File: src/sv/lcbc_pkg.sv
`timescale 1ns / 1ps
`default_nettype none
// ----------------------------------------------------------------------------
// lcbc_pkg
// Shared types, constants and digit helpers of the card number check.
// ----------------------------------------------------------------------------
package lcbc_pkg;

    localparam int CARD_W          = 63;
    localparam int BCD_DIGITS      = 19;
    localparam int BCD_W           = BCD_DIGITS * 4;
    localparam int BITS_PER_STAGE  = 3;
    localparam int NUM_STAGES      = CARD_W / BITS_PER_STAGE;
    localparam int GROUP_SIZE      = 5;
    localparam int NUM_GROUPS      = (BCD_DIGITS + GROUP_SIZE - 1) / GROUP_SIZE;
    localparam int COUNT_W         = 5;
    localparam int GROUP_W         = 6;
    localparam int TOTAL_W         = 8;
    localparam int MULT10_COUNT    = 18;

    typedef logic [3:0] digit_t;

    typedef enum logic [1:0] {
        BRAND_INVALID = 2'd0,
        BRAND_AMEX    = 2'd1,
        BRAND_MASTER  = 2'd2,
        BRAND_VISA    = 2'd3
    } brand_t;

    // value a digit contributes when it sits at a doubled position
    function automatic digit_t luhn_double(input digit_t d);
        digit_t dd;
        dd = {d[2:0], 1'b0};
        if (d >= 4'd5) begin
            dd = dd - 4'd9;
        end
        return dd;
    endfunction

    function automatic logic is_mult10(input logic [TOTAL_W-1:0] t);
        logic hit;
        hit = 1'b0;
        for (int k = 0; k < MULT10_COUNT; k++) begin
            if (t == TOTAL_W'(k * 10)) begin
                hit = 1'b1;
            end
        end
        return hit;
    endfunction

endpackage
`default_nettype wire

File: src/sv/lcbc_bcd_stage.sv
`timescale 1ns / 1ps
`default_nettype none
// ----------------------------------------------------------------------------
// lcbc_bcd_stage
// One registered stage of the shift-and-add-3 binary to decimal converter,
// consuming three binary bits per stage.
// ----------------------------------------------------------------------------
module lcbc_bcd_stage import lcbc_pkg::*; (
    input  wire logic              aclk,
    input  wire logic              aresetn,
    input  wire logic              en,
    input  wire logic              in_valid,
    input  wire logic [BCD_W-1:0]  in_bcd,
    input  wire logic [CARD_W-1:0] in_bin,
    output logic                   out_valid,
    output logic [BCD_W-1:0]       out_bcd,
    output logic [CARD_W-1:0]      out_bin
);

    logic              valid_reg;
    logic [BCD_W-1:0]  bcd_reg;
    logic [CARD_W-1:0] bin_reg;
    logic [BCD_W-1:0]  bcd_next;
    logic [CARD_W-1:0] bin_next;

    always_comb begin
        bcd_next = in_bcd;
        bin_next = in_bin;
        for (int s = 0; s < BITS_PER_STAGE; s++) begin
            for (int i = 0; i < BCD_DIGITS; i++) begin
                if (bcd_next[4*i +: 4] >= 4'd5) begin
                    bcd_next[4*i +: 4] = bcd_next[4*i +: 4] + 4'd3;
                end
            end
            bcd_next = {bcd_next[BCD_W-2:0], bin_next[CARD_W-1]};
            bin_next = {bin_next[CARD_W-2:0], 1'b0};
        end
    end

    always_ff @(posedge aclk) begin
        if (!aresetn) begin
            valid_reg <= 1'b0;
        end else if (en) begin
            valid_reg <= in_valid;
        end
    end

    always_ff @(posedge aclk) begin
        if (en) begin
            bcd_reg <= bcd_next;
            bin_reg <= bin_next;
        end
    end

    assign out_valid = valid_reg;
    assign out_bcd   = bcd_reg;
    assign out_bin   = bin_reg;

endmodule
`default_nettype wire

File: src/sv/lcbc_check.sv
`timescale 1ns / 1ps
`default_nettype none
// ----------------------------------------------------------------------------
// lcbc_check
// Luhn digit values, digit count, issuer class and the digit sum, spread
// over three register stages.
// ----------------------------------------------------------------------------
module lcbc_check import lcbc_pkg::*; #(
    parameter int MAX_DIGITS = 19
) (
    input  wire logic               aclk,
    input  wire logic               aresetn,
    input  wire logic               en,
    input  wire logic               in_valid,
    input  wire logic [BCD_W-1:0]   in_bcd,
    output logic                    out_valid,
    output brand_t                  out_brand,
    output logic                    out_luhn_ok,
    output logic [COUNT_W-1:0]      out_digit_count
);

    // stage a: per-digit contributions, digit count, leading digits
    logic                a_valid_reg;
    digit_t              a_lv_reg [BCD_DIGITS];
    digit_t              a_lv_next [BCD_DIGITS];
    logic [COUNT_W-1:0]  a_nd_reg;
    logic [COUNT_W-1:0]  a_nd_next;
    logic [COUNT_W-1:0]  a_ndsat_reg;
    logic [COUNT_W-1:0]  a_ndsat_next;
    digit_t              a_d12_reg;
    digit_t              a_d13_reg;
    digit_t              a_d14_reg;
    digit_t              a_d15_reg;

    // stage b: group sums, issuer class
    logic                b_valid_reg;
    logic [GROUP_W-1:0]  b_grp_reg [NUM_GROUPS];
    logic [GROUP_W-1:0]  b_grp_next [NUM_GROUPS];
    brand_t              b_brand_reg;
    brand_t              b_brand_next;
    logic [COUNT_W-1:0]  b_nd_reg;

    // stage c: total
    logic                c_valid_reg;
    logic [TOTAL_W-1:0]  c_total_reg;
    logic [TOTAL_W-1:0]  c_total_next;
    brand_t              c_brand_reg;
    logic [COUNT_W-1:0]  c_nd_reg;

    always_comb begin
        a_nd_next = '0;
        for (int i = 0; i < BCD_DIGITS; i++) begin
            if (in_bcd[4*i +: 4] != 4'd0) begin
                a_nd_next = COUNT_W'(i + 1);
            end
            if (i >= MAX_DIGITS) begin
                a_lv_next[i] = 4'd0;
            end else if ((i % 2) == 1) begin
                a_lv_next[i] = luhn_double(in_bcd[4*i +: 4]);
            end else begin
                a_lv_next[i] = in_bcd[4*i +: 4];
            end
        end
        if (a_nd_next > COUNT_W'(MAX_DIGITS)) begin
            a_ndsat_next = COUNT_W'(MAX_DIGITS);
        end else begin
            a_ndsat_next = a_nd_next;
        end
    end

    always_comb begin
        for (int g = 0; g < NUM_GROUPS; g++) begin
            b_grp_next[g] = '0;
            for (int j = 0; j < GROUP_SIZE; j++) begin
                if (g * GROUP_SIZE + j < BCD_DIGITS) begin
                    b_grp_next[g] = b_grp_next[g] +
                                    GROUP_W'(a_lv_reg[g * GROUP_SIZE + j]);
                end
            end
        end
        // issuer prefix ranges map onto digit count and leading digits
        b_brand_next = BRAND_INVALID;
        if (a_nd_reg == COUNT_W'(15) && a_d14_reg == 4'd3 &&
            (a_d13_reg == 4'd4 || a_d13_reg == 4'd7)) begin
            b_brand_next = BRAND_AMEX;
        end else if (a_nd_reg == COUNT_W'(16) && a_d15_reg == 4'd5 &&
                     a_d14_reg >= 4'd1 && a_d14_reg <= 4'd5) begin
            b_brand_next = BRAND_MASTER;
        end else if ((a_nd_reg == COUNT_W'(13) && a_d12_reg == 4'd4) ||
                     (a_nd_reg == COUNT_W'(16) && a_d15_reg == 4'd4)) begin
            b_brand_next = BRAND_VISA;
        end
    end

    always_comb begin
        c_total_next = '0;
        for (int g = 0; g < NUM_GROUPS; g++) begin
            c_total_next = c_total_next + TOTAL_W'(b_grp_reg[g]);
        end
    end

    always_ff @(posedge aclk) begin
        if (!aresetn) begin
            a_valid_reg <= 1'b0;
            b_valid_reg <= 1'b0;
            c_valid_reg <= 1'b0;
        end else if (en) begin
            a_valid_reg <= in_valid;
            b_valid_reg <= a_valid_reg;
            c_valid_reg <= b_valid_reg;
        end
    end

    always_ff @(posedge aclk) begin
        if (en) begin
            a_lv_reg    <= a_lv_next;
            a_nd_reg    <= a_nd_next;
            a_ndsat_reg <= a_ndsat_next;
            a_d12_reg   <= in_bcd[4*12 +: 4];
            a_d13_reg   <= in_bcd[4*13 +: 4];
            a_d14_reg   <= in_bcd[4*14 +: 4];
            a_d15_reg   <= in_bcd[4*15 +: 4];
            b_grp_reg   <= b_grp_next;
            b_brand_reg <= b_brand_next;
            b_nd_reg    <= a_ndsat_reg;
            c_total_reg <= c_total_next;
            c_brand_reg <= b_brand_reg;
            c_nd_reg    <= b_nd_reg;
        end
    end

    assign out_valid       = c_valid_reg;
    assign out_luhn_ok     = is_mult10(c_total_reg);
    assign out_brand       = out_luhn_ok ? c_brand_reg : BRAND_INVALID;
    assign out_digit_count = c_nd_reg;

endmodule
`default_nettype wire

File: src/sv/luhn_card_brand_check.sv
`timescale 1ns / 1ps
`default_nettype none
// ----------------------------------------------------------------------------
// luhn_card_brand_check
// Luhn mod-10 check and issuer classification of a binary card number.
// ----------------------------------------------------------------------------
// Takes one card number per cycle while s_axis_tready is high and returns its
// brand, Luhn result and decimal digit count through 21 stages of the binary
// to decimal converter (three bits per stage), three stages of digit sum and
// classification, and the output register. Results come out in input order,
// one per input. While a result waits on m_axis_tready the whole pipeline
// holds and s_axis_tready is low.
module luhn_card_brand_check import lcbc_pkg::*; #(
    parameter int MAX_DIGITS = 19
) (
    input  wire logic        aclk,
    input  wire logic        aresetn,
    input  wire logic        s_axis_tvalid,
    output logic             s_axis_tready,
    input  wire logic [63:0] s_axis_tdata,  // [62:0] card_number
    output logic             m_axis_tvalid,
    input  wire logic        m_axis_tready,
    output logic [7:0]       m_axis_tdata   // [1:0] brand, [2] luhn_ok, [7:3] digit_count
);

    logic               en;
    logic               valid_pipe [NUM_STAGES+1];
    logic [BCD_W-1:0]   bcd_pipe   [NUM_STAGES+1];
    logic [CARD_W-1:0]  bin_pipe   [NUM_STAGES+1];

    logic               chk_valid;
    brand_t             chk_brand;
    logic               chk_ok;
    logic [COUNT_W-1:0] chk_count;

    logic               m_valid_reg;
    brand_t             m_brand_reg;
    logic               m_ok_reg;
    logic [COUNT_W-1:0] m_count_reg;

    assign en            = !m_valid_reg || m_axis_tready;
    assign s_axis_tready = en;

    assign valid_pipe[0] = s_axis_tvalid;
    assign bcd_pipe[0]   = '0;
    assign bin_pipe[0]   = s_axis_tdata[CARD_W-1:0];

    for (genvar g = 0; g < NUM_STAGES; g++) begin : g_bcd
        lcbc_bcd_stage u_stage (
            .aclk      (aclk),
            .aresetn   (aresetn),
            .en        (en),
            .in_valid  (valid_pipe[g]),
            .in_bcd    (bcd_pipe[g]),
            .in_bin    (bin_pipe[g]),
            .out_valid (valid_pipe[g+1]),
            .out_bcd   (bcd_pipe[g+1]),
            .out_bin   (bin_pipe[g+1])
        );
    end

    lcbc_check #(
        .MAX_DIGITS (MAX_DIGITS)
    ) u_check (
        .aclk            (aclk),
        .aresetn         (aresetn),
        .en              (en),
        .in_valid        (valid_pipe[NUM_STAGES]),
        .in_bcd          (bcd_pipe[NUM_STAGES]),
        .out_valid       (chk_valid),
        .out_brand       (chk_brand),
        .out_luhn_ok     (chk_ok),
        .out_digit_count (chk_count)
    );

    always_ff @(posedge aclk) begin
        if (!aresetn) begin
            m_valid_reg <= 1'b0;
        end else if (en) begin
            m_valid_reg <= chk_valid;
        end
    end

    always_ff @(posedge aclk) begin
        if (en) begin
            m_brand_reg <= chk_brand;
            m_ok_reg    <= chk_ok;
            m_count_reg <= chk_count;
        end
    end

    assign m_axis_tvalid = m_valid_reg;
    assign m_axis_tdata  = {m_count_reg, m_ok_reg, m_brand_reg};

`ifndef SYNTHESIS
    a_brand_needs_luhn : assert property (@(posedge aclk) disable iff (!aresetn)
        m_axis_tvalid |-> (m_brand_reg == BRAND_INVALID || m_ok_reg))
        else $error("brand reported on a failed luhn check");

    a_count_saturated : assert property (@(posedge aclk) disable iff (!aresetn)
        m_axis_tvalid |-> (m_count_reg <= COUNT_W'(MAX_DIGITS)))
        else $error("digit count above limit");

    a_amex_length : assert property (@(posedge aclk) disable iff (!aresetn)
        (m_axis_tvalid && m_brand_reg == BRAND_AMEX) |-> (m_count_reg == COUNT_W'(15)))
        else $error("amex result without 15 digits");

    a_master_length : assert property (@(posedge aclk) disable iff (!aresetn)
        (m_axis_tvalid && m_brand_reg == BRAND_MASTER) |-> (m_count_reg == COUNT_W'(16)))
        else $error("mastercard result without 16 digits");

    a_visa_length : assert property (@(posedge aclk) disable iff (!aresetn)
        (m_axis_tvalid && m_brand_reg == BRAND_VISA) |->
        (m_count_reg == COUNT_W'(13) || m_count_reg == COUNT_W'(16)))
        else $error("visa result without 13 or 16 digits");
`endif

endmodule
`default_nettype wire
File: config.mk
export PLATFORM = sky130hd
export DESIGN_NAME = luhn_card_brand_check
export DESIGN_NICKNAME = d
export VERILOG_FILES = /design/src/sv/lcbc_pkg.sv /design/src/sv/lcbc_bcd_stage.sv /design/src/sv/lcbc_check.sv /design/src/sv/luhn_card_brand_check.sv
export SDC_FILE = /design/constraint.sdc
export NUM_CORES = 2
export LEC_CHECK = 0
export ABC_AREA = 1
export BUFFER_PORTS_ARGS = -buffer_cell sky130_fd_sc_hd__buf_2
export CORE_ASPECT_RATIO = 0.9
export CORE_MARGIN = 2
export CORE_UTILIZATION = 30
export CTS_BUF_LIST = sky130_fd_sc_hd__clkbuf_4 sky130_fd_sc_hd__clkbuf_8
export DETAILED_ROUTE_END_ITERATION = 6
export GPL_TIMING_DRIVEN = 1
export HOLD_SLACK_MARGIN = 0.1
export PLACE_DENSITY = 0.55
export REMOVE_ABC_BUFFERS = 1
export SYNTH_ARGS = -nofsm -noshare
export SYNTH_HDL_FRONTEND = slang
export SYNTH_SLANG_ARGS = --single-unit
File: constraint.sdc
create_clock -name aclk -period 137.5 [get_ports aclk]
set_input_delay 27.5 -clock aclk [delete_from_list [all_inputs] [get_ports aclk]]
set_output_delay 27.5 -clock aclk [all_outputs]
set_load 0.02 [all_outputs]
After elaboration in Yosys (flattened, before gate mapping) --
Index checks and enable logic that the tools add are counted.
Storage, ports and cells: output and inout port bits 10, register bits after elaboration 2171
Cells by class: multiplexer cells 1055, reductions and logical operators 31, $lt $le $gt $ge 1019, equality and inequality tests 26, add/sub/neg operators 1034
Operator list (number):
- $ge A4 B3 Y1 const B | 997
- $mux W4 | 974
- $add A4 B2 Y4 const B | 945
- $mux W3 | 48
- $add A3 B2 Y3 const B | 43
- $reduce_bool A4 Y1 | 19
- $add A6 B4 Y6 | 11
- $eq A8 B7 Y1 const B | 6
- $eq A8 B8 Y1 const B | 5
- $add A1 B2 Y3 const B | 13
- $ge A1 B3 Y1 const B | 13
- $sub A4 B4 Y4 const B | 9
- $mux W1 | 25
- $eq A8 B6 Y1 const B | 3
- $add A4 B4 Y5 | 4
- $eq A4 B3 Y1 const B | 5
- $mux W5 | 4
- $add A1 B2 Y3 const AB | 6
- $ge A1 B3 Y1 const AB | 6
- $add A8 B6 Y8 | 2
- $eq A8 B5 Y1 const B | 2
- $eq A5 B4 Y1 const B | 2
- $eq A8 B4 Y1 const B | 1
- $logic_not A8 Y1 | 1
- other kinds (10) | 21

Logic depth before layout (Yosys ltp) --
depth in word-level cells 21, gate-level depth with buffers 22

Modules after synthesis --
From an unflattened synthesis, not the netlist that was laid out.
Second synthesis, totals: cell total of the unflattened synthesis 28837, area, all modules 227363.1 sq um
By module, submodules not included:
- lcbc_bcd_stage | seq. area each 4103.9 sq um, cells an instance 1344, times used 21, area an instance 10443.8 sq um
- lcbc_check | seq. area each 4264.1 sq um, cells an instance 597, times used 1, area an instance 7746.2 sq um
- luhn_card_brand_check | seq. area each 260.2 sq um, cells an instance 16, times used 1, area an instance 297.8 sq um

Worst setup path after synthesis --
Ideal clock, no wire load.
path kind input -> output, start input port m_axis_tready, end output port s_axis_tready, stages 3, slack 37.002 ns, data required time 110.000 ns, buffers on the path 1, arrival 72.998 ns, cells stage by stage nor2_1 > inv_2 > clkbuf_1
Between the ends: longest elaborated chain between the ends 1
RTL lines:
- from (decl) | RTL line luhn_card_brand_check.sv:22 | input wire logic m_axis_tready,
- $logic_or A1 B1 Y1 | RTL line luhn_card_brand_check.sv:41 | assign en = !m_valid_reg || m_axis_tready;
- to (decl) | RTL line luhn_card_brand_check.sv:19 | output logic s_axis_tready,
No other way between the ends.

Worst setup path in the final report --
Ends and elaborated chain as after synthesis.

==> impl_metrics.json <==
{
  "status": "finished clean",
  "cp-endpoint": "s_axis_tready",
  "cts-root-buf": "clkbuf_8",
  "post-route-min-period_ns": 56.47,
  "rsz0062_at_grt": "false",
  "cts_resized": 0,
  "hold_buffers": 0,
  "post-route-drc-count": 0,
  "post_cts_buffers": 0,
  "grt_pass1_vias": 76460,
  "place_congestion": 0.7482,
  "drtIter0Drc": 2604,
  "cap_violations": 0,
  "synthFlopType": "edfxtp_1",
  "cp-startpoint": "m_axis_tready",
  "synth_seq_cells": 1696,
  "clock_skew_ns": 0.09034,
  "max_slew_margin_pct": 26.65,
  "cp_top_family": "buffers and inverters",
  "reg2reg_slack_ns": 130.63,
  "fillCellCount": 39720,
  "ff2ff_path_depth": 10,
  "yosysUniqueCellTypes": 58,
  "drive_gt1_share_pct": 7.306,
  "via_per_inst": 4.206,
  "postSynth.asyncResetShare_pct": 0,
  "syn_area_per_cell_um2": 8.923,
  "grt_antenna_before_repair": 1,
  "fin_ws_ns": 81.03,
  "critPathSlowestCell": "nor2_1",
  "crit_top_cell": "buf_2",
  "area_delta_synth_final_pct": 11.05,
  "grt_max_degree": 147,
  "critical_path.max_stage_delay_ns": 0.69,
  "nets": 15010,
  "crit_chain": "buf_2 > nor2_1 > buf_4 > inv_8 > buf_2",
  "fp.dieW_um": 663.5,
  "pin_count": 78,
  "cts_tree": "done",
  "port_buffers": 76,
  "dpl_worst_slack_ns": 81.01,
  "tns_ns": 0,
  "grt_overflow": 0,
  "hold_viol_final": 0,
  "setup_viol": 0,
  "fp-row-count": 217,
  "timing.final.crit_share_pct": 41.07,
  "clkLatencyLatePin_ns": 1.02,
  "r2r_end": "u_check.b_grp_reg[7]$_DFFE_PP_",
  "htreeDepth": 5,
  "gr-usage-all-layers_pct": 8.555,
  "dp_hpwl_um": 122300,
  "cts_sinks": 1696,
  "die_area_um2": 396500,
  "die_y_um": 597.6,
  "netlist_instances": 13160,
  "path_clk_slew_ns": 0.06,
  "tightest_slew_ns": 1.100,
  "num_vias": 79630,
  "grt_pass1_wl_um": 308100,
  "synth_area_um2": 117500,
  "drtPass1Iterations": 7,
  "ant_nets": 0,
  "r2r-start": "m_axis_tvalid$_SDFFE_PN0P_",
  "start_kind": "primary input",
  "largest_reg_flops": 893,
  "path_buf_inv": 4,
  "cts_buffer_depth": 4,
  "setup.worst_path.end_class": "output pin",
  "critPathKind": "in -> out",
  "seq_area_frac_synth_pct": 43.15,
  "required_ns": 110.00,
  "hp-class": "reg -> reg",
  "arrival_ns": 28.97,
  "cp_max_fo": 63,
  "drv_slew": 0,
  "initial_utilization_pct": 30.19,
  "clock.fmax_mhz": 17.71,
  "wirelength_um": 169200,
  "wl_per_cell_um": 8.939,
  "numCtsBuffers": 313,
  "path_depth": 5,
  "synth_warnings": 0,
  "whs_path_depth": 0,
  "synth_edf_count": 1671,
  "placeableCoreArea_um2": 389100
}
## kinds of logic (layout without fill, tap and decap cells)
| kind of cell | count (synthesis) | count (layout) | share of synthesized area, % |
|---|---|---|---|
| DFF | 1696 | 1696 | 43.15 |
| other | 0 | 1 | 0 |
| xor gates and xnor gates | 930 | 930 | 7.191 |
| adders and majority gates | 1385 | 1385 | 15.02 |
| AOI/OAI and AO/OA | 3023 | 3023 | 14.11 |
| and+or+nand+nor | 3270 | 3270 | 11.32 |
| buffers and inverters | 2848 | 3468 | 9.114 |
| muxes | 11 | 11 | 0.09375 |
## cell usage after synthesis (48+ instances only)
cell type / number / share of area, %
a21oi_1: 852 / 3.6
edfxtp_1: 1671 / 43
ha_1: 1344 / 14
inv_1: 2747 / 8.8
inv_2: 85 / 0.27
nand2_1: 1937 / 6.2
nand3_1: 257 / 1.1
nor2_1: 834 / 2.7
nor3_1: 48 / 0.20
o21a_1: 49 / 0.31
o21ai_0: 903 / 3.8
o21ai_1: 771 / 3.3
o21ai_2: 165 / 1.2
xnor2_1: 105 / 0.78
xor2_1: 785 / 5.9
## cell type report
class | count | area (um2) | area share, %
diodes | 1 | 2.502 | 0.001919
inverters | 2832 | 10640 | 8.156
well taps | 5146 | 6439 | 4.937
clock buffers | 407 | 5032 | 3.858
multi-input cells | 8619 | 56070 | 42.99
repair buffers | 99 | 578.1 | 0.4432
clock inverters | 130 | 992.2 | 0.7607
flip-flops and latches | 1696 | 50680 | 38.86
## through the flow
stage               hold WS (ns)  utilization (%)  std cells  cell area [um2]
floorplan                 0.4003                -      13150           117400
global placement          0.4012            31.97      18390           124400
detailed placement        0.4045            31.97      18390           124400
CTS                       0.3610            33.52      18930           130400
global route              0.3932            33.52      18930           130400
finish                    0.3844            33.52      18930           130400
## per-layer routing
| metal | GRT usage [%] | routed length (um) | vias to the layer above |
|---|---|---|---|
| li1 | - | - | 43980 |
| met1 | 9.533 | 76810 | 34770 |
| met2 | 16.16 | 81480 | 507 |
| met3 | 1.559 | 5608 | 367 |
| met4 | 3.033 | 5315 | 0 |
| met5 | 0.03589 | 0 | - |
## cell usage in the layout, fill, tap and decap left out, types with 76 or more instances in the layout
cell	count
nand3_1	257
clkbuf_4	91
o21ai_0	903
inv_1	2747
a21oi_1	852
inv_2	84
xnor2_1	105
clkbuf_8	316
nand2_1	1937
nor2_1	834
o21ai_1	771
o21ai_2	165
xor2_1	785
edfxtp_1	1671
ha_1	1344
buf_2	76
## worst min path at each step
stage / startpoint / endpoint / slack (ns)
2_1_floorplan: g_bcd[9].u_stage.out_bin[60]$_DFFE_PP_ / g_bcd[10].u_stage.out_bcd[0]$_DFFE_PP_ / 0.40
3_3_place_gp: g_bcd[2].u_stage.out_bin[45]$_DFFE_PP_ / g_bcd[3].u_stage.out_bin[48]$_DFFE_PP_ / 0.40
3_5_place_dp: g_bcd[11].u_stage.out_bin[52]$_DFFE_PP_ / g_bcd[12].u_stage.out_bin[55]$_DFFE_PP_ / 0.40
4_1_cts: g_bcd[0].u_stage.out_bin[39]$_DFFE_PP_ / g_bcd[1].u_stage.out_bin[42]$_DFFE_PP_ / 0.36
5_1_grt: g_bcd[0].u_stage.out_bin[39]$_DFFE_PP_ / g_bcd[1].u_stage.out_bin[42]$_DFFE_PP_ / 0.39
6_report: g_bcd[0].u_stage.out_bin[39]$_DFFE_PP_ / g_bcd[1].u_stage.out_bin[42]$_DFFE_PP_ / 0.38
## worst register-to-register path: cells and delay by family (launching register included)
kind	cells	cell delay (ns)
buffers and inverters	9	5.87
and+or+nand+nor	1	0.18
DFF	1	0.31
Power is left out: the tool's default activity adds up to more than one toggle a clock period on the data nets, which glitch-free logic cannot reach.
